--- src/rtl/utf8_stream_decoder_top_assert.svh ---
// Assertion macros shared by the UTF-8 stream decoder RTL.
// Expects signals named clk and rst in the including module.
`ifndef UTF8_STREAM_DECODER_TOP_ASSERT_SVH
`define UTF8_STREAM_DECODER_TOP_ASSERT_SVH
`ifndef SYNTH
`define USD_ASSERT(lbl, prop) \
  lbl: assert property (@(posedge clk) disable iff (rst) prop) \
    else $error("%m: check failed");
`define USD_ASSERT_IMPL(lbl, ante, cons) `USD_ASSERT(lbl, (ante) |-> (cons))
`define USD_ASSERT_NEXT(lbl, ante, cons) `USD_ASSERT(lbl, (ante) |=> (cons))
`else
`define USD_ASSERT(lbl, prop)
`define USD_ASSERT_IMPL(lbl, ante, cons)
`define USD_ASSERT_NEXT(lbl, ante, cons)
`endif
`endif

--- src/rtl/usd_pkg.sv ---
// Types and constants for the UTF-8 stream decoder.
// No dependencies; used by the decode, result queue and top RTL modules of the block.
`default_nettype none

package usd_pkg;

  localparam int CP_W = 21;

  localparam logic [2:0] LEN_ERR = 3'd0;
  localparam logic [2:0] LEN_1   = 3'd1;
  localparam logic [2:0] LEN_2   = 3'd2;
  localparam logic [2:0] LEN_3   = 3'd3;
  localparam logic [2:0] LEN_4   = 3'd4;

  localparam logic [CP_W-1:0] REPL_RESET = 21'h00FFFD;
  localparam logic [CP_W-1:0] MAX_2BYTE  = 21'h00007F;
  localparam logic [CP_W-1:0] MAX_3BYTE  = 21'h0007FF;
  localparam logic [CP_W-1:0] MAX_BMP    = 21'h00FFFF;
  localparam logic [CP_W-1:0] SURR_LO    = 21'h00D800;
  localparam logic [CP_W-1:0] SURR_HI    = 21'h00DFFF;
  localparam logic [CP_W-1:0] MAX_SCALAR = 21'h10FFFF;

  // pending multi-byte sequence
  typedef struct packed {
    logic [2:0]      expected_len;
    logic [1:0]      bytes_seen;
    logic [CP_W-1:0] partial_value;
  } usd_state_t;

  typedef struct packed {
    logic [CP_W-1:0] code_point;
    logic [2:0]      seq_length;
    logic            is_error;
    logic [15:0]     char_index;
  } usd_result_t;

  // range check on a completed sequence (overlong, surrogate, above max)
  function automatic logic scalar_ok(input logic [CP_W-1:0] v, input logic [2:0] len);
    logic ok;
    ok = 1'b0;
    unique case (len)
      LEN_2:   ok = (v > MAX_2BYTE);
      LEN_3:   ok = (v > MAX_3BYTE) && !((v >= SURR_LO) && (v <= SURR_HI));
      default: ok = (v > MAX_BMP) && (v <= MAX_SCALAR);
    endcase
    return ok;
  endfunction

endpackage

`default_nettype wire

--- src/rtl/usd_decode.sv ---
// Single-pass byte decode: next sequence state, up to two results and
// the next character count. Depends on usd_pkg.
`default_nettype none

module usd_decode #(
  parameter int COUNT_WIDTH = 16
) (
  input  usd_pkg::usd_state_t  state,
  input  logic [7:0]           data_byte,
  input  logic                 last_byte,
  input  logic [COUNT_WIDTH-1:0] counter,
  input  logic [20:0]          replacement_point,
  output usd_pkg::usd_state_t  state_next,
  output logic [COUNT_WIDTH-1:0] counter_next,
  output logic                 res0_valid,
  output logic                 res1_valid,
  output usd_pkg::usd_result_t res0,
  output usd_pkg::usd_result_t res1
);
  import usd_pkg::*;

  localparam logic [COUNT_WIDTH-1:0] CNT_MAX = '1;

  // lead byte handling
  logic            st_res, st_err;
  logic [CP_W-1:0] st_cp;
  logic [2:0]      st_len;
  usd_state_t      st_state;

  // continuation handling
  logic            pending, is_cont, complete;
  logic [CP_W-1:0] cont_pv;
  logic [1:0]      cont_bs;

  logic            r0_err, r1_err;
  logic [CP_W-1:0] r0_cp, r1_cp;
  logic [2:0]      r0_len, r1_len;
  logic [COUNT_WIDTH-1:0] cnt1, cnt2;

  always_comb begin
    st_res   = 1'b0;
    st_err   = 1'b0;
    st_cp    = '0;
    st_len   = LEN_ERR;
    st_state = '0;
    if (!data_byte[7]) begin
      st_res = 1'b1;
      st_cp  = CP_W'(data_byte);
      st_len = LEN_1;
    end else if (data_byte[7:6] == 2'b10 || data_byte[7:3] == 5'b11111) begin
      st_res = 1'b1;
      st_err = 1'b1;
    end else if (last_byte) begin
      // lead byte cannot complete inside this buffer
      st_res = 1'b1;
      st_err = 1'b1;
    end else begin
      st_state.bytes_seen = 2'd1;
      if (!data_byte[5]) begin
        st_state.expected_len  = LEN_2;
        st_state.partial_value = CP_W'(data_byte[4:0]);
      end else if (!data_byte[4]) begin
        st_state.expected_len  = LEN_3;
        st_state.partial_value = CP_W'(data_byte[3:0]);
      end else begin
        st_state.expected_len  = LEN_4;
        st_state.partial_value = CP_W'(data_byte[2:0]);
      end
    end
  end

  assign pending  = (state.expected_len != LEN_ERR);
  assign is_cont  = (data_byte[7:6] == 2'b10);
  assign cont_pv  = {state.partial_value[CP_W-7:0], data_byte[5:0]};
  assign cont_bs  = state.bytes_seen + 2'd1;
  // four-byte sequences complete when the 2-bit seen count wraps
  assign complete = ({1'b0, cont_bs} == state.expected_len) ||
                    (state.expected_len == LEN_4 && cont_bs == 2'd0);

  always_comb begin
    state_next = state;
    res0_valid = 1'b0;
    res1_valid = 1'b0;
    r0_err     = 1'b0;
    r0_cp      = '0;
    r0_len     = LEN_ERR;
    r1_err     = 1'b0;
    r1_cp      = '0;
    r1_len     = LEN_ERR;
    if (pending && is_cont) begin
      if (complete) begin
        state_next = '0;
        res0_valid = 1'b1;
        r0_err     = !scalar_ok(cont_pv, state.expected_len);
        r0_cp      = cont_pv;
        r0_len     = state.expected_len;
      end else if (last_byte) begin
        state_next = '0;
        res0_valid = 1'b1;
        r0_err     = 1'b1;
      end else begin
        state_next.bytes_seen    = cont_bs;
        state_next.partial_value = cont_pv;
      end
    end else if (pending) begin
      // broken sequence, then restart on this byte
      state_next = st_state;
      res0_valid = 1'b1;
      r0_err     = 1'b1;
      res1_valid = st_res;
      r1_err     = st_err;
      r1_cp      = st_cp;
      r1_len     = st_len;
    end else begin
      state_next = st_state;
      res0_valid = st_res;
      r0_err     = st_err;
      r0_cp      = st_cp;
      r0_len     = st_len;
    end
  end

  assign cnt1 = (counter == CNT_MAX) ? counter : counter + COUNT_WIDTH'(1);
  assign cnt2 = (cnt1 == CNT_MAX) ? cnt1 : cnt1 + COUNT_WIDTH'(1);

  always_comb begin
    priority if (last_byte) counter_next = '0;
    else if (res1_valid)    counter_next = cnt2;
    else if (res0_valid)    counter_next = cnt1;
    else                    counter_next = counter;
  end

  assign res0.code_point = r0_err ? replacement_point : r0_cp;
  assign res0.seq_length = r0_err ? LEN_ERR : r0_len;
  assign res0.is_error   = r0_err;
  assign res0.char_index = 16'(cnt1);
  assign res1.code_point = r1_err ? replacement_point : r1_cp;
  assign res1.seq_length = r1_err ? LEN_ERR : r1_len;
  assign res1.is_error   = r1_err;
  assign res1.char_index = 16'(cnt2);

endmodule

`default_nettype wire

--- src/rtl/usd_result_fifo.sv ---
// Three-entry result queue, two writes and one read per cycle; head is
// registered and drives the output channel. Depends on usd_pkg.
`default_nettype none

module usd_result_fifo (
  input  logic                 clk,
  input  logic                 rst,
  input  logic                 push0,
  input  logic                 push1,
  input  usd_pkg::usd_result_t push_data0,
  input  usd_pkg::usd_result_t push_data1,
  input  logic                 out_ready,
  output logic                 out_valid,
  output usd_pkg::usd_result_t out_data,
  output logic                 room
);
  import usd_pkg::*;

  usd_result_t entries [3];
  usd_result_t entries_next [3];
  usd_result_t shifted [3];
  logic [1:0]  count, count_next, base;
  logic        pop;

  assign pop       = out_ready && (count != 2'd0);
  assign base      = count - {1'b0, pop};
  assign out_valid = (count != 2'd0);
  assign out_data  = entries[0];
  // two free slots whatever the reader does this cycle
  assign room      = (count <= 2'd1);

  always_comb begin
    shifted[0] = pop ? entries[1] : entries[0];
    shifted[1] = pop ? entries[2] : entries[1];
    shifted[2] = entries[2];
    for (int i = 0; i < 3; i++) begin
      entries_next[i] = shifted[i];
      if (push0 && base == 2'(i))         entries_next[i] = push_data0;
      if (push1 && base + 2'd1 == 2'(i))  entries_next[i] = push_data1;
    end
    count_next = base + {1'b0, push0} + {1'b0, push1};
  end

  always_ff @(posedge clk) begin
    if (rst) begin
      count <= 2'd0;
    end else begin
      count <= count_next;
    end
  end

  always_ff @(posedge clk) begin
    for (int i = 0; i < 3; i++) begin
      entries[i] <= entries_next[i];
    end
  end

`include "utf8_stream_decoder_top_assert.svh"

  `USD_ASSERT_IMPL(a_push1_needs_push0, push1, push0)
  `USD_ASSERT_IMPL(a_push_has_room, push0, count <= 2'd1)
  `USD_ASSERT_NEXT(a_head_held, out_valid && !out_ready, $stable(entries[0]))

endmodule

`default_nettype wire

--- src/rtl/utf8_stream_decoder_top.sv ---
// UTF-8 stream decoder: up to one byte per cycle in, 0..2 results per byte out.
// Path: each accepted byte is held in the input register and decoded; its results are then
// registered in the result queue, whose head drives out_valid and the result outputs.
// Throughput: 1 byte/cycle while the queue has room; a byte giving two results can hold
// in_ready low while the 3-entry result queue drains, one result per cycle on out_ready.
// Reset (rst, synchronous): clears pending sequence, count, queue; replacement value 0xFFFD.
`default_nettype none

module utf8_stream_decoder_top #(
  parameter int COUNT_WIDTH = 16
) (
  input  logic        clk,
  input  logic        rst,
  input  logic        cfg_write_en,
  input  logic [20:0] cfg_write_data,
  input  logic        in_valid,
  output logic        in_ready,
  input  logic [7:0]  data_byte,
  input  logic        last_byte,
  output logic        out_valid,
  input  logic        out_ready,
  output logic [20:0] code_point,
  output logic [2:0]  seq_length,
  output logic        is_error,
  output logic [15:0] char_index
);
  import usd_pkg::*;

  logic [20:0] replacement_point;
  logic        ireg_valid;
  logic [7:0]  ireg_byte;
  logic        ireg_last;
  logic        room, consume;

  usd_state_t  state, state_next;
  logic [COUNT_WIDTH-1:0] counter, counter_next;
  logic        res0_valid, res1_valid;
  usd_result_t res0, res1, head;

  assign consume  = ireg_valid && room;
  assign in_ready = !ireg_valid || room;

  always_ff @(posedge clk) begin
    if (rst) begin
      replacement_point <= REPL_RESET;
    end else if (cfg_write_en) begin
      replacement_point <= cfg_write_data;
    end
  end

  always_ff @(posedge clk) begin
    if (rst) begin
      ireg_valid <= 1'b0;
    end else if (in_valid && in_ready) begin
      ireg_valid <= 1'b1;
    end else if (consume) begin
      ireg_valid <= 1'b0;
    end
  end

  always_ff @(posedge clk) begin
    if (in_valid && in_ready) begin
      ireg_byte <= data_byte;
      ireg_last <= last_byte;
    end
  end

  always_ff @(posedge clk) begin
    if (rst) begin
      state   <= '0;
      counter <= '0;
    end else if (consume) begin
      state   <= state_next;
      counter <= counter_next;
    end
  end

  usd_decode #(
    .COUNT_WIDTH(COUNT_WIDTH)
  ) u_decode (
    .state            (state),
    .data_byte        (ireg_byte),
    .last_byte        (ireg_last),
    .counter          (counter),
    .replacement_point(replacement_point),
    .state_next       (state_next),
    .counter_next     (counter_next),
    .res0_valid       (res0_valid),
    .res1_valid       (res1_valid),
    .res0             (res0),
    .res1             (res1)
  );

  usd_result_fifo u_fifo (
    .clk       (clk),
    .rst       (rst),
    .push0     (consume && res0_valid),
    .push1     (consume && res1_valid),
    .push_data0(res0),
    .push_data1(res1),
    .out_ready (out_ready),
    .out_valid (out_valid),
    .out_data  (head),
    .room      (room)
  );

  assign code_point = head.code_point;
  assign seq_length = head.seq_length;
  assign is_error   = head.is_error;
  assign char_index = head.char_index;

`include "utf8_stream_decoder_top_assert.svh"

  `USD_ASSERT_IMPL(a_idle_state_clear, state.expected_len == LEN_ERR,
                   state.bytes_seen == 2'd0 && state.partial_value == '0)
  `USD_ASSERT_IMPL(a_ok_has_length, out_valid && !is_error, seq_length != LEN_ERR)
  `USD_ASSERT_NEXT(a_count_cleared_at_end, consume && ireg_last, counter == '0)

endmodule

`default_nettype wire

--- config.mk ---
export PLATFORM = sky130hd
export DESIGN_NAME = utf8_stream_decoder_top
export DESIGN_NICKNAME = d
export VERILOG_FILES = /design/src/rtl/usd_pkg.sv /design/src/rtl/usd_decode.sv /design/src/rtl/usd_result_fifo.sv /design/src/rtl/utf8_stream_decoder_top.sv
export VERILOG_INCLUDE_DIRS = /design/src /design/src/rtl
export SDC_FILE = /design/constraint.sdc
export NUM_CORES = 1
export LEC_CHECK = 0
export BUFFER_PORTS_ARGS = -buffer_cell sky130_fd_sc_hd__buf_4
export CELL_PAD_IN_SITES_DETAIL_PLACEMENT = 1
export CELL_PAD_IN_SITES_GLOBAL_PLACEMENT = 2
export CORE_AREA = 2 2 166 168
export DETAILED_ROUTE_END_ITERATION = 10
export DIE_AREA = 0 0 168 170
export PLACE_DENSITY_LB_ADDON = 0.1
export SYNTH_ARGS = -nofsm -noshare
export SYNTH_HDL_FRONTEND = slang
export SYNTH_SLANG_ARGS = --single-unit
--- constraint.sdc ---
create_clock -name clk -period 4.7 [get_ports clk]
set_input_delay 0.705 -clock clk [delete_from_list [all_inputs] [get_ports clk]]
set_output_delay 0.705 -clock clk [all_outputs]
set_load 0.01 [all_outputs]
==> impl_metrics.toml, run 1 <==
[cts]
ctsHoldBuffers = 0
clock_sink_count = 192
cts_made_buffers = 17
cts_buffer_depth = 2
postCtsResizedCells = 0
cts-root-buf = "clkbuf_16"
clkSlewWorstSetupHoldPaths_ns = 0.08
cts_tree = "done"
clk_latency_ns = 0.45
htree_levels = 4
post-cts-setup-buffer-count = 0

[sta]
maxSlewViolCount = 0
fin_skew_ns = 0.0159
fin_crit_sh_pct = 87.3
timing.fmax_mhz = 244
setup_tns_ns = 0
min_period_ns = 4.10
max_slew_margin_pct = 23.8
rsz0062_at_grt = "false"
hold_violations = 0
finalSetupViolations = 0
worstMarginPinSlew_ns = 1.14

[synth]
synth-seq-cells = 192
postSynth.asyncResetShare_pct = 0
yosysUniqueCellTypes = 71
synth_edf_count = 126
synth-warning-count = 0
synth_area_per_cell_um2 = 9.55
synthCells = 1080
yosysSeqAreaShare_pct = 49.5
synth_flop_cell = "edfxtp_1"
synth.cell_area_mm2 = 0.0103
synth_nets = 1120

[global_route]
track_usage_pct = 23.1
antenna_found_initial = 0
grt_max_degree = 48
grt_pass1_wl_mm = 50.4
overflow = 0
grt_pass1_vias = 8229

[power]
swShare_pct = 33.8
pwr-share-comb_pct = 26.1
p_int_mw = 3.53
p_total_mw = 5.32
powerDensity_mw_per_mm2 = 454
power_switching_mw = 1.80
clkPwrFrac_pct = 29.2
ir_drop_uv = 232
cellLeakagePower_nw = 4.14
seq_power_share_pct = 44.7

[worst_setup_path]
crit_buf_inv = 1
setup.worst_path.class = "reg -> reg"
path_delay_family = "simple AND/OR/NAND/NOR gates"
cp_slowest_cell = "nor4_4"
r2r_start = "counter[0]"
reg2reg_depth = 13
arrival_ns = 4.39
reg2reg_to = "u_fifo.entries[0][48]"
critPathMaxStageDelay_ns = 0.57
reg2reg_slack_ns = 0.60
cp-end-kind = "flip-flop"
crit_required_ns = 4.99
cp_cell_sequence = "ha_1 -> and4_1 -> nand4_2 -> xnor2_1 -> inv_1 -> ha_1 -> o21ai_0 -> a311oi_2 -> nand4_2 -> nor4_4 -> nor2_1 -> and3_1 -> nor3_1"
startpoint = "counter[0]"
crit_path_start_kind = "flip-flop"
crit_path_max_fanout = 8

[layout]
drive_gt1_share_pct = 16.7
final_common_cell = "edfxtp_1"
seqCellArea_mm2 = 0.00510
syn2layout_area_growth_pct = 13.7
multi_input_area_mm2 = 0.00458
final_cell_mix = "edfxtp_1 (126), buf_4 (122), nand2_1 (117)"
final_net_count = 1144
n_antenna_cell = 0
fillers = 3022

[placement]
gp_congestion = 0.825
portBuffers = 77
hpwl_mm = 23.6

[routing]
totalWireLength_mm = 32.9
dr.pass1.iters = 5
drc = 0
vias = 8623
via_per_inst = 5.91
ant_nets = 0
wl_per_cell_um = 22.6
drt_iter0_drc = 762

[hold_path]
hp-class = "in -> reg"
whs_endpoint = "ireg_byte[7]"
min_from = "data_byte[7]"
hold_depth = 1

[die]
core_area_mm2 = 0.0267
die_w_um = 168
fp.dieH_um = 170
die-area_mm2 = 0.0286
ios = 78
start_util_pct = 38.7
rows = 60

[flow_run]
drv_cap = 0

[outcome]
status = "complete, no violations"
## kinds of logic (layout without fill, tap and decap cells)
kind of cell	Yosys count	in the layout	synth area share [%]
AO/OA/AOI/OAI	352	352	21.8
XOR/XNOR	33	33	2.80
adder cells (fa/ha/maj)	5	5	0.680
buffers and inverters	130	167	6.32
flip-flops	192	192	49.5
multiplexers	25	25	2.50
AND/OR/NAND/NOR	343	343	16.3
## per-layer routing
layer,GRT usage (%),vias up,share of wire [%]
li1,-,4050,-
met1,36.9,4276,53
met2,32.2,271,41
met3,4.19,26,5.5
met4,4.42,0,0.92
met5,0,-,0
## power by group through the flow
stage / clock [mW] / sequential, mW / combinational, mW
after floorplan: 0 / 2.37 / 0.966
after global placement: 0 / 2.40 / 1.35
after detailed placement: 0 / 2.42 / 1.39
after CTS: 1.58 / 2.38 / 1.39
after global routing: 1.64 / 2.41 / 1.51
final: 1.55 / 2.38 / 1.39
## registers in the layout (all words and copies together) (netlist names)
register / count
counter: 16
ireg_valid: 1
ireg_byte: 8
u_fifo.entries: 123
state: 20
ireg_last: 1
u_fifo.count: 2
replacement_point: 21
## cell type report
class	count	share of cell area, %
multi-input cells	758	39.1
flip-flops and latches	192	43.6
inverters	12	0.384
repair buffers	123	7.99
clock buffers	18	3.84
clock inverters	14	1.46
well taps	341	3.64
## Yosys cell counts (all sizes together), types with 19 or more instances
library cell / number / area [um^2]
buf: 50 / 350
a21oi: 79 / 395
a22oi: 22 / 165
nor2: 85 / 319
dfxtp: 66 / 1320
o21ai: 112 / 564
nand3: 32 / 165
edfxtp: 126 / 3780
a32oi: 26 / 228
a31oi: 20 / 125
xnor2: 24 / 210
clkbuf: 68 / 256
mux2i: 19 / 190
nand2: 117 / 439
nor3: 20 / 100
## stage by stage
step / cells / setup slack, ns / hold slack (ns) / util [%] / instance area (um^2)
3_3_place_gp: 1426 / 0.771 / 0.448 / 41.6 / 11100
5_1_grt: 1458 / 0.221 / 0.413 / 44.0 / 11700
3_5_place_dp: 1426 / 0.594 / 0.462 / 41.6 / 11100
6_report: 1458 / 0.598 / 0.431 / 44.0 / 11700
2_1_floorplan: 1080 / 0.872 / 0.433 / - / 10300
4_1_cts: 1458 / 0.596 / 0.419 / 44.0 / 11700
## worst reg2reg max path: stages (launching register included)
cell,delay [ns]
dfxtp_1,0.48
ha_1,0.21
and4_1,0.34
nand4_2,0.22
xnor2_1,0.30
inv_1,0.11
ha_1,0.19
o21ai_0,0.13
a311oi_2,0.40
nand4_2,0.29
nor4_4,0.57
nor2_1,0.28
and3_1,0.25
nor3_1,0.18
## how the worst max path moves through the flow
stage / slack (ns) / to / cells past startpoint
5_1_grt: 0.22 / u_fifo.entries[0][88] / 13
4_1_cts: 0.60 / u_fifo.entries[0][88] / 13
6_report: 0.60 / u_fifo.entries[0][48] / 13
2_1_floorplan: 0.87 / u_fifo.entries[0][0] / 10
3_5_place_dp: 0.59 / u_fifo.entries[0][88] / 13
3_3_place_gp: 0.77 / u_fifo.entries[0][88] / 13
Note: power is estimated with default switching activity, not from simulation.
==> inputs of run 2 (changes only) <==
--- a/config.mk
+++ b/config.mk
@@ -9,9 +9,9 @@
 export BUFFER_PORTS_ARGS = -buffer_cell sky130_fd_sc_hd__buf_4
 export CELL_PAD_IN_SITES_DETAIL_PLACEMENT = 1
 export CELL_PAD_IN_SITES_GLOBAL_PLACEMENT = 2
-export CORE_AREA = 2 2 166 168
+export CORE_AREA = 2 2 175 177
 export DETAILED_ROUTE_END_ITERATION = 10
-export DIE_AREA = 0 0 168 170
+export DIE_AREA = 0 0 177 179
 export PLACE_DENSITY_LB_ADDON = 0.1
 export SYNTH_ARGS = -nofsm -noshare
 export SYNTH_HDL_FRONTEND = slang
==> constraint.sdc (replaced) <==
create_clock -name clk -period 3.6 [get_ports clk]
set_input_delay 0.54 -clock clk [delete_from_list [all_inputs] [get_ports clk]]
set_output_delay 0.54 -clock clk [all_outputs]
set_load 0.01 [all_outputs]
==> impl_metrics.toml, run 2 (synthesized netlist as in run 1, its figures left out) <==
[power]
powerDensity_mw_per_mm2 = 570
pwr-share-comb_pct = 27.4
p_int_mw = 4.64
clkPwrFrac_pct = 27.7
cellLeakagePower_nw = 4.32
ir_drop_uv = 309
power_switching_mw = 2.24
p_total_mw = 6.88
seq_power_share_pct = 44.9
swShare_pct = 32.5

[die]
ios = 78
start_util_pct = 34.3
die_w_um = 177
die-area_mm2 = 0.0317
rows = 64
fp.dieH_um = 179
core_area_mm2 = 0.0300

[cts]
clk_latency_ns = 0.44
cts_buffer_depth = 2
htree_levels = 4
cts_made_buffers = 17
cts-root-buf = "clkbuf_16"
clkSlewWorstSetupHoldPaths_ns = 0.08
clock_sink_count = 192
cts_tree = "done"

[layout]
reg_top3 = "u_fifo.entries: 123 flops, replacement_point: 21 flops, state: 20 flops"
final_net_count = 1184
drive_gt1_share_pct = 19.9
final_core_util_pct = 40.2
regMostFlops = "u_fifo.entries"
multi_input_area_mm2 = 0.00461
final_cell_mix = "buf_4 (161), edfxtp_1 (126), nand2_1 (116)"
largest_register_ffs = 123
final_common_cell = "buf_4"
seqCellArea_mm2 = 0.00510
syn2layout_area_growth_pct = 17.1
fillers = 3435
n_antenna_cell = 0

[hold_path]
hp-class = "in -> reg"
hold_depth = 1

[sta]
setup_tns_ns = 0
worstMarginPinSlew_ns = 1.33
fin_crit_sh_pct = 93.3
finalSetupViolations = 0
hold_violations = 0
max_slew_margin_pct = 11.2
timing.fmax_mhz = 298
maxSlewViolCount = 0
fin_skew_ns = 0.0113
min_period_ns = 3.36
fin_ws_ns = 0.240
hold_ws_ns = 0.270

[routing]
wl_met1_mm = 19.0
ant_nets = 0
via_per_inst = 5.58
dr.pass1.iters = 4
totalWireLength_mm = 33.9
wl_per_cell_um = 21.9
dr_wl_met3_mm = 1.27
met2WireLength_mm = 13.5
drt_iter0_drc = 794
drc = 0
routed.top_layer = "met4"
vias = 8665

[worst_setup_path]
reg2reg_slack_ns = 0.24
crit_required_ns = 3.83
startpoint = "counter[1]"
arrival_ns = 3.59
r2r_start = "counter[1]"
endpoint = "u_fifo.entries[0][15]"
reg2reg_to = "u_fifo.entries[0][15]"
crit_path_start_kind = "flip-flop"
setup.worst_path.class = "reg -> reg"
reg2reg_depth = 12
crit_path_max_fanout = 11
cp-end-kind = "flip-flop"

[placement]
dpl_worst_slack_ns = 0.241
gp_congestion = 0.828
portBuffers = 77
hpwl_mm = 24.2

[flow_run]
drv_cap = 0

[global_route]
overflow = 0
grt_max_degree = 40
grt_pass1_wl_mm = 51.7
antenna_found_initial = 0
grt_pass1_vias = 8170
track_usage_pct = 21.7

[outcome]
status = "complete, no violations"
[run 2: changes by cell type in the layout (fill, tap and decap cells not counted), moves of 2 or more]
| cell | before | now |
|---|---|---|
| inv_12 | 3 | 0 |
| inv_8 | 5 | 3 |
| clkinv_8 | 2 | 0 |
| inv_6 | 1 | 5 |
| buf_4 | 122 | 161 |
[run 2: cell type report]
class	count	area share, %
Clock buffer	18	3.55
Tap cell	396	4.10
Timing Repair Buffer	163	10.3
Multi-Input combinational cell	758	38.2
Clock inverter	14	1.17
Sequential cell	192	42.3
Inverter	12	0.373
[run 2: worst max-delay path: stages (launching register included)]
cell,delay [ns]
dfxtp_1,0.35
ha_1,0.17
buf_4,0.19
nand4_1,0.30
buf_4,0.25
nor3_1,0.24
o31a_1,0.35
o22ai_4,0.20
nor4b_2,0.33
buf_4,0.18
mux2i_1,0.33
nand2_1,0.10
o21ai_0,0.15
[run 2: per-layer routing]
layer	track usage, %	vias up
met1	36.6	4314
met4	3.75	0
met3	2.78	14
li1	-	4136
met2	28.8	201
met5	0	-
[run 2: worst min-delay path by stage]
stage / startpoint / endpoint
after global routing: data_byte[6] / ireg_byte[6]
after detailed placement: state[22] / state[22]
final: last_byte / ireg_last
after global placement: u_fifo.entries[0][100] / u_fifo.entries[0][100]
after CTS: data_byte[1] / ireg_byte[1]
after floorplan: u_fifo.entries[0][100] / u_fifo.entries[0][100]
[run 2: per-stage QoR]
step | area (um^2) | std cells
finish | 12100 | 1553
global route | 12100 | 1553
CTS | 12000 | 1551
detailed placement | 11500 | 1519
global placement | 11500 | 1519
floorplan | 10300 | 1080
[run 2: repair_timing]
item | CTS | global route
setup buffers | 0 | 2
resized for setup | 0 | 5
endpoints found under the setup margin | 0 | 19
hold buffers | 0 | 0
[run 2: power by group through the flow]
stage	sequential (mW)	combinational (mW)	clock [mW]
3_5_place_dp	3.14	1.90	0
2_1_floorplan	3.09	1.27	0
5_1_grt	3.13	2.08	2.05
3_3_place_gp	3.14	1.88	0
6_report	3.09	1.88	1.91
4_1_cts	3.09	1.91	1.96
